File: src/rtl/pce_pkg.sv
package pce_pkg;

    typedef logic [7:0] lut_t [256];

    localparam int CH_W   = 8;
    localparam int NUM_W  = 19;
    localparam int DEN_W  = 10;
    localparam int DIV_STAGES = 4;

    localparam logic [2:0] MODE_SEPIA   = 3'd0;
    localparam logic [2:0] MODE_CASTING = 3'd1;
    localparam logic [2:0] MODE_FREEZE  = 3'd2;
    localparam logic [2:0] MODE_INVERT  = 3'd3;
    localparam logic [2:0] MODE_HARD    = 3'd4;
    localparam logic [2:0] MODE_SOFT    = 3'd5;

    localparam logic [DEN_W-1:0] SEPIA_DEN = DEN_W'(1000);

    function automatic longint isqrt_f(longint v);
        longint lo;
        longint hi;
        longint mid;
        lo = 0;
        hi = 131072;
        for (int i = 0; i < 20; i++)
        begin
            if (hi - lo > 1)
            begin
                mid = (lo + hi) >> 1;
                if (mid * mid <= v)
                    lo = mid;
                else
                    hi = mid;
            end
        end
        return lo;
    endfunction

    function automatic logic [7:0] sat_f(longint v);
        return (v > 255) ? 8'd255 : 8'(v);
    endfunction

    function automatic lut_t build_hard();
        lut_t t;
        longint r;
        for (int x = 0; x < 256; x++)
        begin
            r = x;
            if (r <= 127)
                t[x] = sat_f((2 * r * r) / 255);
            else
                t[x] = sat_f((255 * r + (255 - r) * (2 * r - 255)) / 255);
        end
        return t;
    endfunction

    function automatic lut_t build_soft();
        lut_t t;
        longint r;
        longint p;
        longint q;
        longint qs;
        for (int x = 0; x < 256; x++)
        begin
            r = x;
            if (r <= 127)
                t[x] = sat_f((r * r * (765 - 2 * r)) / 65025);
            else
            begin
                p = 2 * r * (255 - r);
                q = 2 * r - 255;
                qs = isqrt_f(q * q * 255 * r);
                t[x] = sat_f((p + qs) / 255);
            end
        end
        return t;
    endfunction

    localparam lut_t HARD_TBL = build_hard();
    localparam lut_t SOFT_TBL = build_soft();

endpackage

File: src/rtl/pce_div_lane.sv
module pce_div_lane (
    input  logic                        clk,
    input  logic [pce_pkg::DIV_STAGES:0] en,
    input  logic [pce_pkg::NUM_W-1:0]   num,
    input  logic [pce_pkg::DEN_W-1:0]   den,
    input  logic                        sat,
    input  logic                        use_div,
    input  logic [pce_pkg::CH_W-1:0]    direct,
    output logic [pce_pkg::CH_W-1:0]    result
);
    import pce_pkg::*;

    logic [NUM_W-1:0] rem_reg    [DIV_STAGES];
    logic [CH_W-1:0]  q_reg      [DIV_STAGES];
    logic [DEN_W-1:0] den_reg    [DIV_STAGES];
    logic             sat_reg    [DIV_STAGES];
    logic             div_reg    [DIV_STAGES];
    logic [CH_W-1:0]  direct_reg [DIV_STAGES];
    logic [CH_W-1:0]  result_reg;

    logic [NUM_W-1:0] rem_next [DIV_STAGES];
    logic [CH_W-1:0]  q_next   [DIV_STAGES];
    logic [CH_W-1:0]  result_next;

    // two quotient bits per stage, restoring
    always_comb
    begin
        logic [NUM_W-1:0] r;
        logic [NUM_W-1:0] t;
        logic [CH_W-1:0]  q;
        for (int j = 0; j < DIV_STAGES; j++)
        begin
            r = rem_reg[j];
            q = q_reg[j];
            for (int k = 1; k >= 0; k--)
            begin
                t = NUM_W'(den_reg[j]) << (CH_W - 2 - 2 * j + k);
                if (r >= t)
                begin
                    r = r - t;
                    q[CH_W - 2 - 2 * j + k] = 1'b1;
                end
            end
            rem_next[j] = r;
            q_next[j]   = q;
        end
        if (!div_reg[DIV_STAGES-1])
            result_next = direct_reg[DIV_STAGES-1];
        else if (sat_reg[DIV_STAGES-1])
            result_next = 8'd255;
        else
            result_next = q_next[DIV_STAGES-1];
    end

    always_ff @(posedge clk)
    begin
        if (en[0])
        begin
            rem_reg[0]    <= num;
            q_reg[0]      <= '0;
            den_reg[0]    <= den;
            sat_reg[0]    <= sat;
            div_reg[0]    <= use_div;
            direct_reg[0] <= direct;
        end
        for (int j = 1; j < DIV_STAGES; j++)
        begin
            if (en[j])
            begin
                rem_reg[j]    <= rem_next[j-1];
                q_reg[j]      <= q_next[j-1];
                den_reg[j]    <= den_reg[j-1];
                sat_reg[j]    <= sat_reg[j-1];
                div_reg[j]    <= div_reg[j-1];
                direct_reg[j] <= direct_reg[j-1];
            end
        end
        if (en[DIV_STAGES])
            result_reg <= result_next;
    end

    assign result = result_reg;

endmodule

File: src/rtl/pixel_color_effect.sv
// each accepted input passes through the divider stage registers and then the result register
// throughput: one pixel per cycle while out_stall is low; each stage moves on when it is empty or the
//   next stage moves, so bubbles close up under a stalled output
// reset: rst_n clears all stage valid bits and sets effect_mode to sepia;
//   datapath registers are not reset
module pixel_color_effect (
    input  logic       clk,
    input  logic       rst_n,
    // configuration port
    input  logic       psel,
    input  logic       penable,
    input  logic       pwrite,
    input  logic [2:0] paddr,
    input  logic [31:0] pwdata,
    output logic [31:0] prdata,
    output logic       pready,
    // input pixel
    input  logic       in_valid,
    output logic       in_stall,
    input  logic [7:0] in_blue,
    input  logic [7:0] in_green,
    input  logic [7:0] in_red,
    // result pixel
    output logic       out_valid,
    input  logic       out_stall,
    output logic [7:0] out_blue,
    output logic [7:0] out_green,
    output logic [7:0] out_red
);
    import pce_pkg::*;

    localparam int NST = DIV_STAGES + 1;

    logic [2:0]     mode_reg;
    logic [NST-1:0] vld_reg;
    logic [NST-1:0] vld_next;
    logic [NST:0]   adv;

    // register file: effect_mode at byte addresses 0 to 3 (paddr[2] low); addresses 4 to 7 read zero and ignore writes
    always_ff @(posedge clk or negedge rst_n)
    begin
        if (!rst_n)
            mode_reg <= MODE_SEPIA;
        else if (psel && penable && pwrite && !paddr[2])
            mode_reg <= pwdata[2:0];
    end

    assign pready = 1'b1;
    assign prdata = paddr[2] ? 32'd0 : {29'd0, mode_reg};

    // stage k moves when it is empty or stage k+1 moves
    always_comb
    begin
        adv[NST] = !out_stall;
        for (int k = NST - 1; k >= 0; k--)
            adv[k] = !vld_reg[k] || adv[k+1];
        vld_next = vld_reg;
        for (int k = 0; k < NST; k++)
        begin
            if (adv[k])
                vld_next[k] = (k == 0) ? in_valid : vld_reg[k-1];
        end
    end

    always_ff @(posedge clk or negedge rst_n)
    begin
        if (!rst_n)
            vld_reg <= '0;
        else
            vld_reg <= vld_next;
    end

    assign in_stall  = !adv[0];
    assign out_valid = vld_reg[NST-1];

    // per-lane operands; lane 0 blue, 1 green, 2 red
    logic [CH_W-1:0]  px     [3];
    logic [NUM_W-1:0] num    [3];
    logic [DEN_W-1:0] den    [3];
    logic             sat    [3];
    logic             use_div;
    logic [CH_W-1:0]  direct [3];
    logic [CH_W-1:0]  res    [3];

    assign px[0] = in_blue;
    assign px[1] = in_green;
    assign px[2] = in_red;

    always_comb
    begin
        logic [CH_W:0]     osum;
        logic signed [10:0] d;
        logic [10:0]       mag;
        logic [10:0]       half;
        logic [NUM_W-1:0]  sep [3];
        sep[0] = NUM_W'(272 * in_red) + NUM_W'(534 * in_green) + NUM_W'(131 * in_blue);
        sep[1] = NUM_W'(349 * in_red) + NUM_W'(686 * in_green) + NUM_W'(168 * in_blue);
        sep[2] = NUM_W'(393 * in_red) + NUM_W'(769 * in_green) + NUM_W'(189 * in_blue);
        use_div = (mode_reg == MODE_SEPIA) || (mode_reg == MODE_CASTING);
        for (int i = 0; i < 3; i++)
        begin
            osum = {1'b0, px[(i+1)%3]} + {1'b0, px[(i+2)%3]};
            d    = $signed({3'b000, px[i]}) - $signed({2'b00, osum});
            mag  = (d < 0) ? 11'(-d) : 11'(d);
            mag  = 11'(mag * 3);
            half = mag >> 1;
            if (mode_reg == MODE_SEPIA)
            begin
                num[i] = sep[i];
                den[i] = SEPIA_DEN;
            end
            else
            begin
                num[i] = NUM_W'(px[i] * 255);
                den[i] = DEN_W'(osum) + DEN_W'(1);
            end
            sat[i] = num[i] >= (NUM_W'(den[i]) << CH_W);
            unique case (mode_reg)
                MODE_FREEZE: direct[i] = (half > 11'd255) ? 8'd255 : half[7:0];
                MODE_INVERT: direct[i] = 8'd255 - px[i];
                MODE_HARD:   direct[i] = HARD_TBL[px[i]];
                MODE_SOFT:   direct[i] = SOFT_TBL[px[i]];
                default:     direct[i] = px[i];
            endcase
        end
    end

    for (genvar i = 0; i < 3; i++)
    begin : g_lane
        pce_div_lane u_lane (
            .clk     (clk),
            .en      (adv[NST-1:0]),
            .num     (num[i]),
            .den     (den[i]),
            .sat     (sat[i]),
            .use_div (use_div),
            .direct  (direct[i]),
            .result  (res[i])
        );
    end

    assign out_blue  = res[0];
    assign out_green = res[1];
    assign out_red   = res[2];

endmodule

File: config.mk
export PLATFORM = sky130hd
export DESIGN_NAME = pixel_color_effect
export DESIGN_NICKNAME = d
export VERILOG_FILES = /design/src/rtl/pce_pkg.sv /design/src/rtl/pce_div_lane.sv /design/src/rtl/pixel_color_effect.sv
export SDC_FILE = /design/constraint.sdc
export NUM_CORES = 2
export LEC_CHECK = 0
export BUFFER_PORTS_ARGS = -buffer_cell sky130_fd_sc_hd__buf_2
export CORE_UTILIZATION = 55
export DETAILED_ROUTE_END_ITERATION = 10
export PLACE_DENSITY = 0.81
export SLEW_MARGIN = 20
export SYNTH_ARGS = -nofsm -noshare
export SYNTH_HDL_FRONTEND = slang
export SYNTH_SLANG_ARGS = --single-unit
File: constraint.sdc
create_clock -name clk -period 6.4 [get_ports clk]
set_clock_uncertainty 0.15 [all_clocks]
set_input_delay 1.28 -clock clk [delete_from_list [all_inputs] [get_ports clk]]
set_output_delay 1.28 -clock clk [all_outputs]
set_load 0.1 [all_outputs]
== Word level (Yosys, flattened, before mapping) ==
Memories as Yosys holds them, arrays and structs flattened.
Index checks and enable logic that the tools add are counted.

* Bits in registers: 32
* Memory bits (writable): 564
* Bits in read-only memories: 12288
* Input port bits: 66
* Output and inout port bits: 59
* Logic and storage cells: 239
* Memories: 24

{| class="wikitable"
|+ Memory list
! name !! depth !! bits a word !! rd ports !! clocked after Yosys merged registers in !! write ports !! line !! source
|-
| (no name shown) || 256 || 8 || 1 || 0 || 0 || pixel_color_effect.sv:122 || <nowiki>MODE_SOFT: direct[i] = SOFT_TBL[px[i]];</nowiki>
|-
| (no name shown) || 256 || 8 || 1 || 0 || 0 || pixel_color_effect.sv:121 || <nowiki>MODE_HARD: direct[i] = HARD_TBL[px[i]];</nowiki>
|-
| (no name shown) || 256 || 8 || 1 || 0 || 0 || pixel_color_effect.sv:122 ||
|-
| (no name shown) || 256 || 8 || 1 || 0 || 0 || pixel_color_effect.sv:121 ||
|-
| (no name shown) || 256 || 8 || 1 || 0 || 0 || pixel_color_effect.sv:122 ||
|-
| (no name shown) || 256 || 8 || 1 || 0 || 0 || pixel_color_effect.sv:121 ||
|-
| 18 more memories || - || - || - || - || - || - ||
|}

* $add $sub $neg: 42
* Multipliers: 15
* $lt $le $gt $ge: 36
* Equal/unequal tests: 5
* Multiplexer cells: 87
* Bitwise gates (word level): 3
* Reduce and logical (&&, ||, !) cells: 18

{| class="wikitable"
|+ Operators with widths
! cell !! number
|-
| two-way mux 19 bit || 24
|-
| two-way mux 8 bit || 21
|-
| case mux 8 bit (4 select lines) || 3
|-
| multiplier 9 x 8 -> 17 bit, first input constant || 4
|-
| adder 17 x 18 -> 19 bit || 3
|-
| adder 19 x 16 -> 19 bit || 3
|-
| greater-or-equal comparator 19 x 10 -> 1 bit || 3
|-
| greater-or-equal comparator 19 x 11 -> 1 bit || 3
|-
| greater-or-equal comparator 19 x 12 -> 1 bit || 3
|-
| greater-or-equal comparator 19 x 13 -> 1 bit || 3
|-
| greater-or-equal comparator 19 x 14 -> 1 bit || 3
|-
| greater-or-equal comparator 19 x 15 -> 1 bit || 3
|-
| greater-or-equal comparator 19 x 16 -> 1 bit || 3
|-
| greater-or-equal comparator 19 x 17 -> 1 bit || 3
|-
| greater-or-equal comparator 19 x 18 -> 1 bit || 3
|-
| subtractor 19 x 11 -> 19 bit || 3
|-
| subtractor 19 x 12 -> 19 bit || 3
|-
| subtractor 19 x 13 -> 19 bit || 3
|-
| subtractor 19 x 14 -> 19 bit || 3
|-
| subtractor 19 x 15 -> 19 bit || 3
|-
| subtractor 19 x 16 -> 19 bit || 3
|-
| subtractor 19 x 17 -> 19 bit || 3
|-
| multiplier 8 x 8 -> 16 bit, second input constant || 3
|-
| multiplier 11 x 2 -> 11 bit, second input constant || 3
|-
| other kinds (23) || 94
|}

== Depth between registers and ports, before layout ==
* Depth after elaboration: 8
* Gate-level depth with buffers: 39
* Depth with buffers taken out: 38

== By module ==
From an unflattened synthesis, not the netlist that was laid out.

* Cell total of the unflattened synthesis: 6726
* Area, all modules: 61320.1 sq um

{| class="wikitable"
|+ Modules (own cells, without submodules)
! module !! times used !! cells an instance !! area an instance (sq um) !! seq. area each (sq um)
|-
| pixel_color_effect || 1 || 4018 || 30120.1 || 200.2
|-
| pce_div_lane (g_lane[1].u_lane ...) || 2 || 896 || 10354.9 || 5285.1
|-
| pce_div_lane (g_lane[0].u_lane) || 1 || 916 || 10490.1 || 5285.1
|}

== Least setup slack after synthesis ==
OpenSTA, ideal clock, no wires.

* Path kind: in2reg
* Start point: input in_green[0]
* End point: memory g_lane[1].u_lane.sat_reg[0] (data pin)
* Library setup time: 268 ps
* Arrival: 9200 ps
* Required time: 5982 ps
* Path slack: -3218 ps
* Stages on the path: 37
* Buffers on the path: 1
* Cell sequence: clkbuf_1 > clkinv_1 > ha_1 > ha_1 > inv_1 > fa_1 > inv_1 > ha_1 > inv_1 > fa_1 > nor2b_1 > o21ai_0 > a21boi_0 > nor2_1 > ha_1 > inv_1 > fa_1 > inv_1 > fa_1 > fa_1 > fa_1 > ha_1 > nand3_1 > o211ai_1 > o41ai_1 > o21bai_1 > o21a_1 > nor2_1 > xnor2_1 > nand2_1 > o21ai_0 > ha_1 > nand4_1 > nor3_1 > and4_1 > o32ai_1 > o22ai_1

{| class="wikitable"
|+ RTL lines
! item !! line !! source
|-
| start, declared || pixel_color_effect.sv:21 || <nowiki>input logic [7:0] in_green,</nowiki>
|-
| end, declared || pce_div_lane.sv:16 || <nowiki>logic sat_reg [DIV_STAGES];</nowiki>
|}

==> results.json <==
{
  "rows": 121,
  "drive_gt1_frac": 0.203,
  "vias_per_cell": 6.18,
  "end_kind": "flop",
  "dp.final_hpwl_mm": 145,
  "clock_latency_ps": 680,
  "largest_reg_flops": 228,
  "yosysTopAreaCell": "edfxtp_1",
  "min_path_cells": 0,
  "critPathLaunchType": "input pin",
  "ant_nets": 0,
  "dieArea_um2": 112000,
  "rsz0062_at_grt": "yes",
  "violations": "negative setup slack",
  "setup.worst_path.start": "in_green[5]",
  "die_h_um": 335,
  "cts.hold.buffers_added": 0,
  "initialDrtViolationCount": 6156,
  "synth_enable_flop_cells": 520,
  "synth.avg_cell_area_um2": 8.98,
  "ys_seq_area_frac": 0.260,
  "finalSetupViolCount": 48,
  "gp_congestion": 0.992,
  "setup_ws_ps": -2370,
  "route.detailed.drc": 0,
  "syn_to_final_growth_pct": 20.5,
  "crit_end": "g_lane[1].u_lane.sat_reg[0]",
  "grt_overflow_total": 0,
  "reg2reg_depth": 22,
  "io_pins": 125,
  "io_buffer_count": 63,
  "ys.flop_type": "edfxtp_1",
  "h-tree-depth": 2,
  "period_needed_ps": 8770,
  "fmax_mhz": 114,
  "rr_endpoint": "g_lane[1].u_lane.rem_reg[2][6]",
  "r2r_slack_ps": 410,
  "cpMostUsedCell": "fa_1",
  "syn-cell-area_um2": 60900,
  "routed_wirelength_mm": 194,
  "most-common-layout-cells": "797 x buf_4, 710 x ha_1, 707 x inv_1, 521 x nor2_1, 520 x edfxtp_1",
  "slowest_stage": "fa_1",
  "synth_warnings": 0,
  "fp.coreArea_um2": 109000,
  "r2r-start": "g_lane[1].u_lane.rem_reg[1][5]",
  "grt_pass1_vias": 54200,
  "syn_inst": 6783,
  "grt_max_degree": 119,
  "ys_ff_latch": 528,
  "synthArstFlopShare": 0.0152,
  "critPathRequiredTime_ps": 6640,
  "clk_pin_slew_worst_paths_ps": 60,
  "cts.path.max_buffers": 3,
  "synth.top_cell.area_share": 0.256,
  "min_path_type": "reg -> reg",
  "antenna_found_initial": 6,
  "start_util": 0.557,
  "fp.dieW_um": 335,
  "worstMarginPinSlew_ps": 1240,
  "finalHoldViolCount": 0,
  "drtPass1Iterations": 9,
  "grt_first_pass_wirelength_mm": 294,
  "min_period_over_period": 1.37,
  "finalMaxSlewViolations": 0,
  "nets": 8648,
  "cap_violations": 0,
  "cts_root_buffer": "clkbuf_16",
  "vias": 55800,
  "fin_util": 0.672,
  "ys_top_cells_by_area": "edfxtp_1 26%, ha_1 16%, fa_1 9.5%",
  "routedWlPerCell_um": 21.5,
  "slew_headroom": 0.169,
  "synth.distinct_cells": 107,
  "cts_made_buffers": 55,
  "grtUsageTotal": 0.331,
  "cts_tree": "done",
  "path_max_fanout": 4,
  "cts_num_sinks": 528,
  "cp.arrival_ps": 9010,
  "cpPeakStageDelay_ps": 560,
  "status": "finished, violations left",
  "worst-setup-path-type": "in -> reg",
  "layout_commonest_cell": "buf_4"
}
==> per-stage QoR <==
stage          area, um^2  hold WS (ps)  setup TNS [ps]  std cells  setup slack [ps]
3_3_place_gp        68200           251          -70470       8797             -2960
6_report            73400           238          -28540       9029             -2370
4_1_cts             72200           244          -18400       8986             -2220
5_1_grt             73400           254          -36830       9029             -2660
2_1_floorplan       61800           250          -19940       6811             -2450
3_5_place_dp        68200           255          -76100       8797             -3010
==> cells by family after synthesis <==
family	Yosys count	synth area share
other	2	0.000123
xor gates and xnor gates	370	0.0534
buffers and inverters	1037	0.0664
DFF	528	0.260
adders and majority gates	1077	0.257
and+or+nand+nor	1807	0.143
AOI/OAI and AO/OA	1818	0.191
muxes	144	0.0297
==> metal layers <==
metal	track usage	share of wire	vias to the layer above
met1	0.426	0.40	26500
met3	0.0586	0.089	713
li1	-	-	25800
met4	0.161	0.057	8
met5	0	0.00034	-
met2	0.538	0.45	2778
==> cells in the mapped netlist, types with 20 or more instances <==
library cell  count
ha_1            785
inv_1           737
nor2_1          544
edfxtp_1        520
a21oi_1         495
nand2_1         457
o21ai_0         436
fa_1            290
xnor2_1         249
clkbuf_1        201
nor3_1          140
a211oi_1        119
xor2_1          119
nand3_1         118
nand2b_1        110
nor2b_1         106
a21o_1          104
a31oi_1          81
o21a_1           77
o211ai_1         75
mux2_2           61
o31ai_1          58
mux2i_1          54
nand4_1          50
or3_1            47
buf_1            40
nor4_1           40
or2_2            37
and3_1           34
o22ai_1          33
o21bai_1         32
and2_1           30
buf_4            30
o311ai_0         24
o22a_1           23
a211o_1          20
mux4_2           20
==> how the worst min path moves through the flow <==
| stage | from | to | slack [ps] |
|---|---|---|---|
| 2_1_floorplan | g_lane[0].u_lane.direct_reg[0][0] | g_lane[0].u_lane.direct_reg[1][0] | 250 |
| 3_3_place_gp | g_lane[0].u_lane.direct_reg[2][4] | g_lane[0].u_lane.direct_reg[3][4] | 250 |
| 3_5_place_dp | g_lane[1].u_lane.direct_reg[0][2] | g_lane[1].u_lane.direct_reg[1][2] | 250 |
| 4_1_cts | g_lane[2].u_lane.direct_reg[2][5] | g_lane[2].u_lane.direct_reg[3][5] | 240 |
| 5_1_grt | g_lane[2].u_lane.q_reg[2][6] | g_lane[2].u_lane.q_reg[3][6] | 250 |
| 6_report | g_lane[2].u_lane.q_reg[2][6] | g_lane[2].u_lane.q_reg[3][6] | 240 |
==> worst max-delay path, delay by kind of cell <==
kind / cells / cell delay, ps
buffers and inverters: 5 / 280
AO/OA/AOI/OAI: 8 / 1630
XOR/XNOR: 1 / 140
adder cells (fa/ha/maj): 12 / 4980
AND/OR/NAND/NOR: 7 / 700
==> area by class of cell <==
cell class | count | area, um^2
repair buffers | 930 | 7470
clock buffers | 68 | 1450
well taps | 1476 | 1850
inverters | 745 | 2850
clock inverters | 34 | 394
flip-flops and latches | 528 | 15800
fillers | 8315 | 35900
diodes | 1 | 2.50
multi-input cells | 5247 | 43600
==> what timing repair did <==
action / in CTS / in global routing
gates resized for setup: 276 / 191
pin swaps: 153 / 189
cloned: 5 / 1
buffers inserted: 89 / 56
endpoints found under the setup margin: 52 / 79
Power is left out: the tool's default activity adds up to more than one toggle a clock period on the data nets, which glitch-free logic cannot reach.
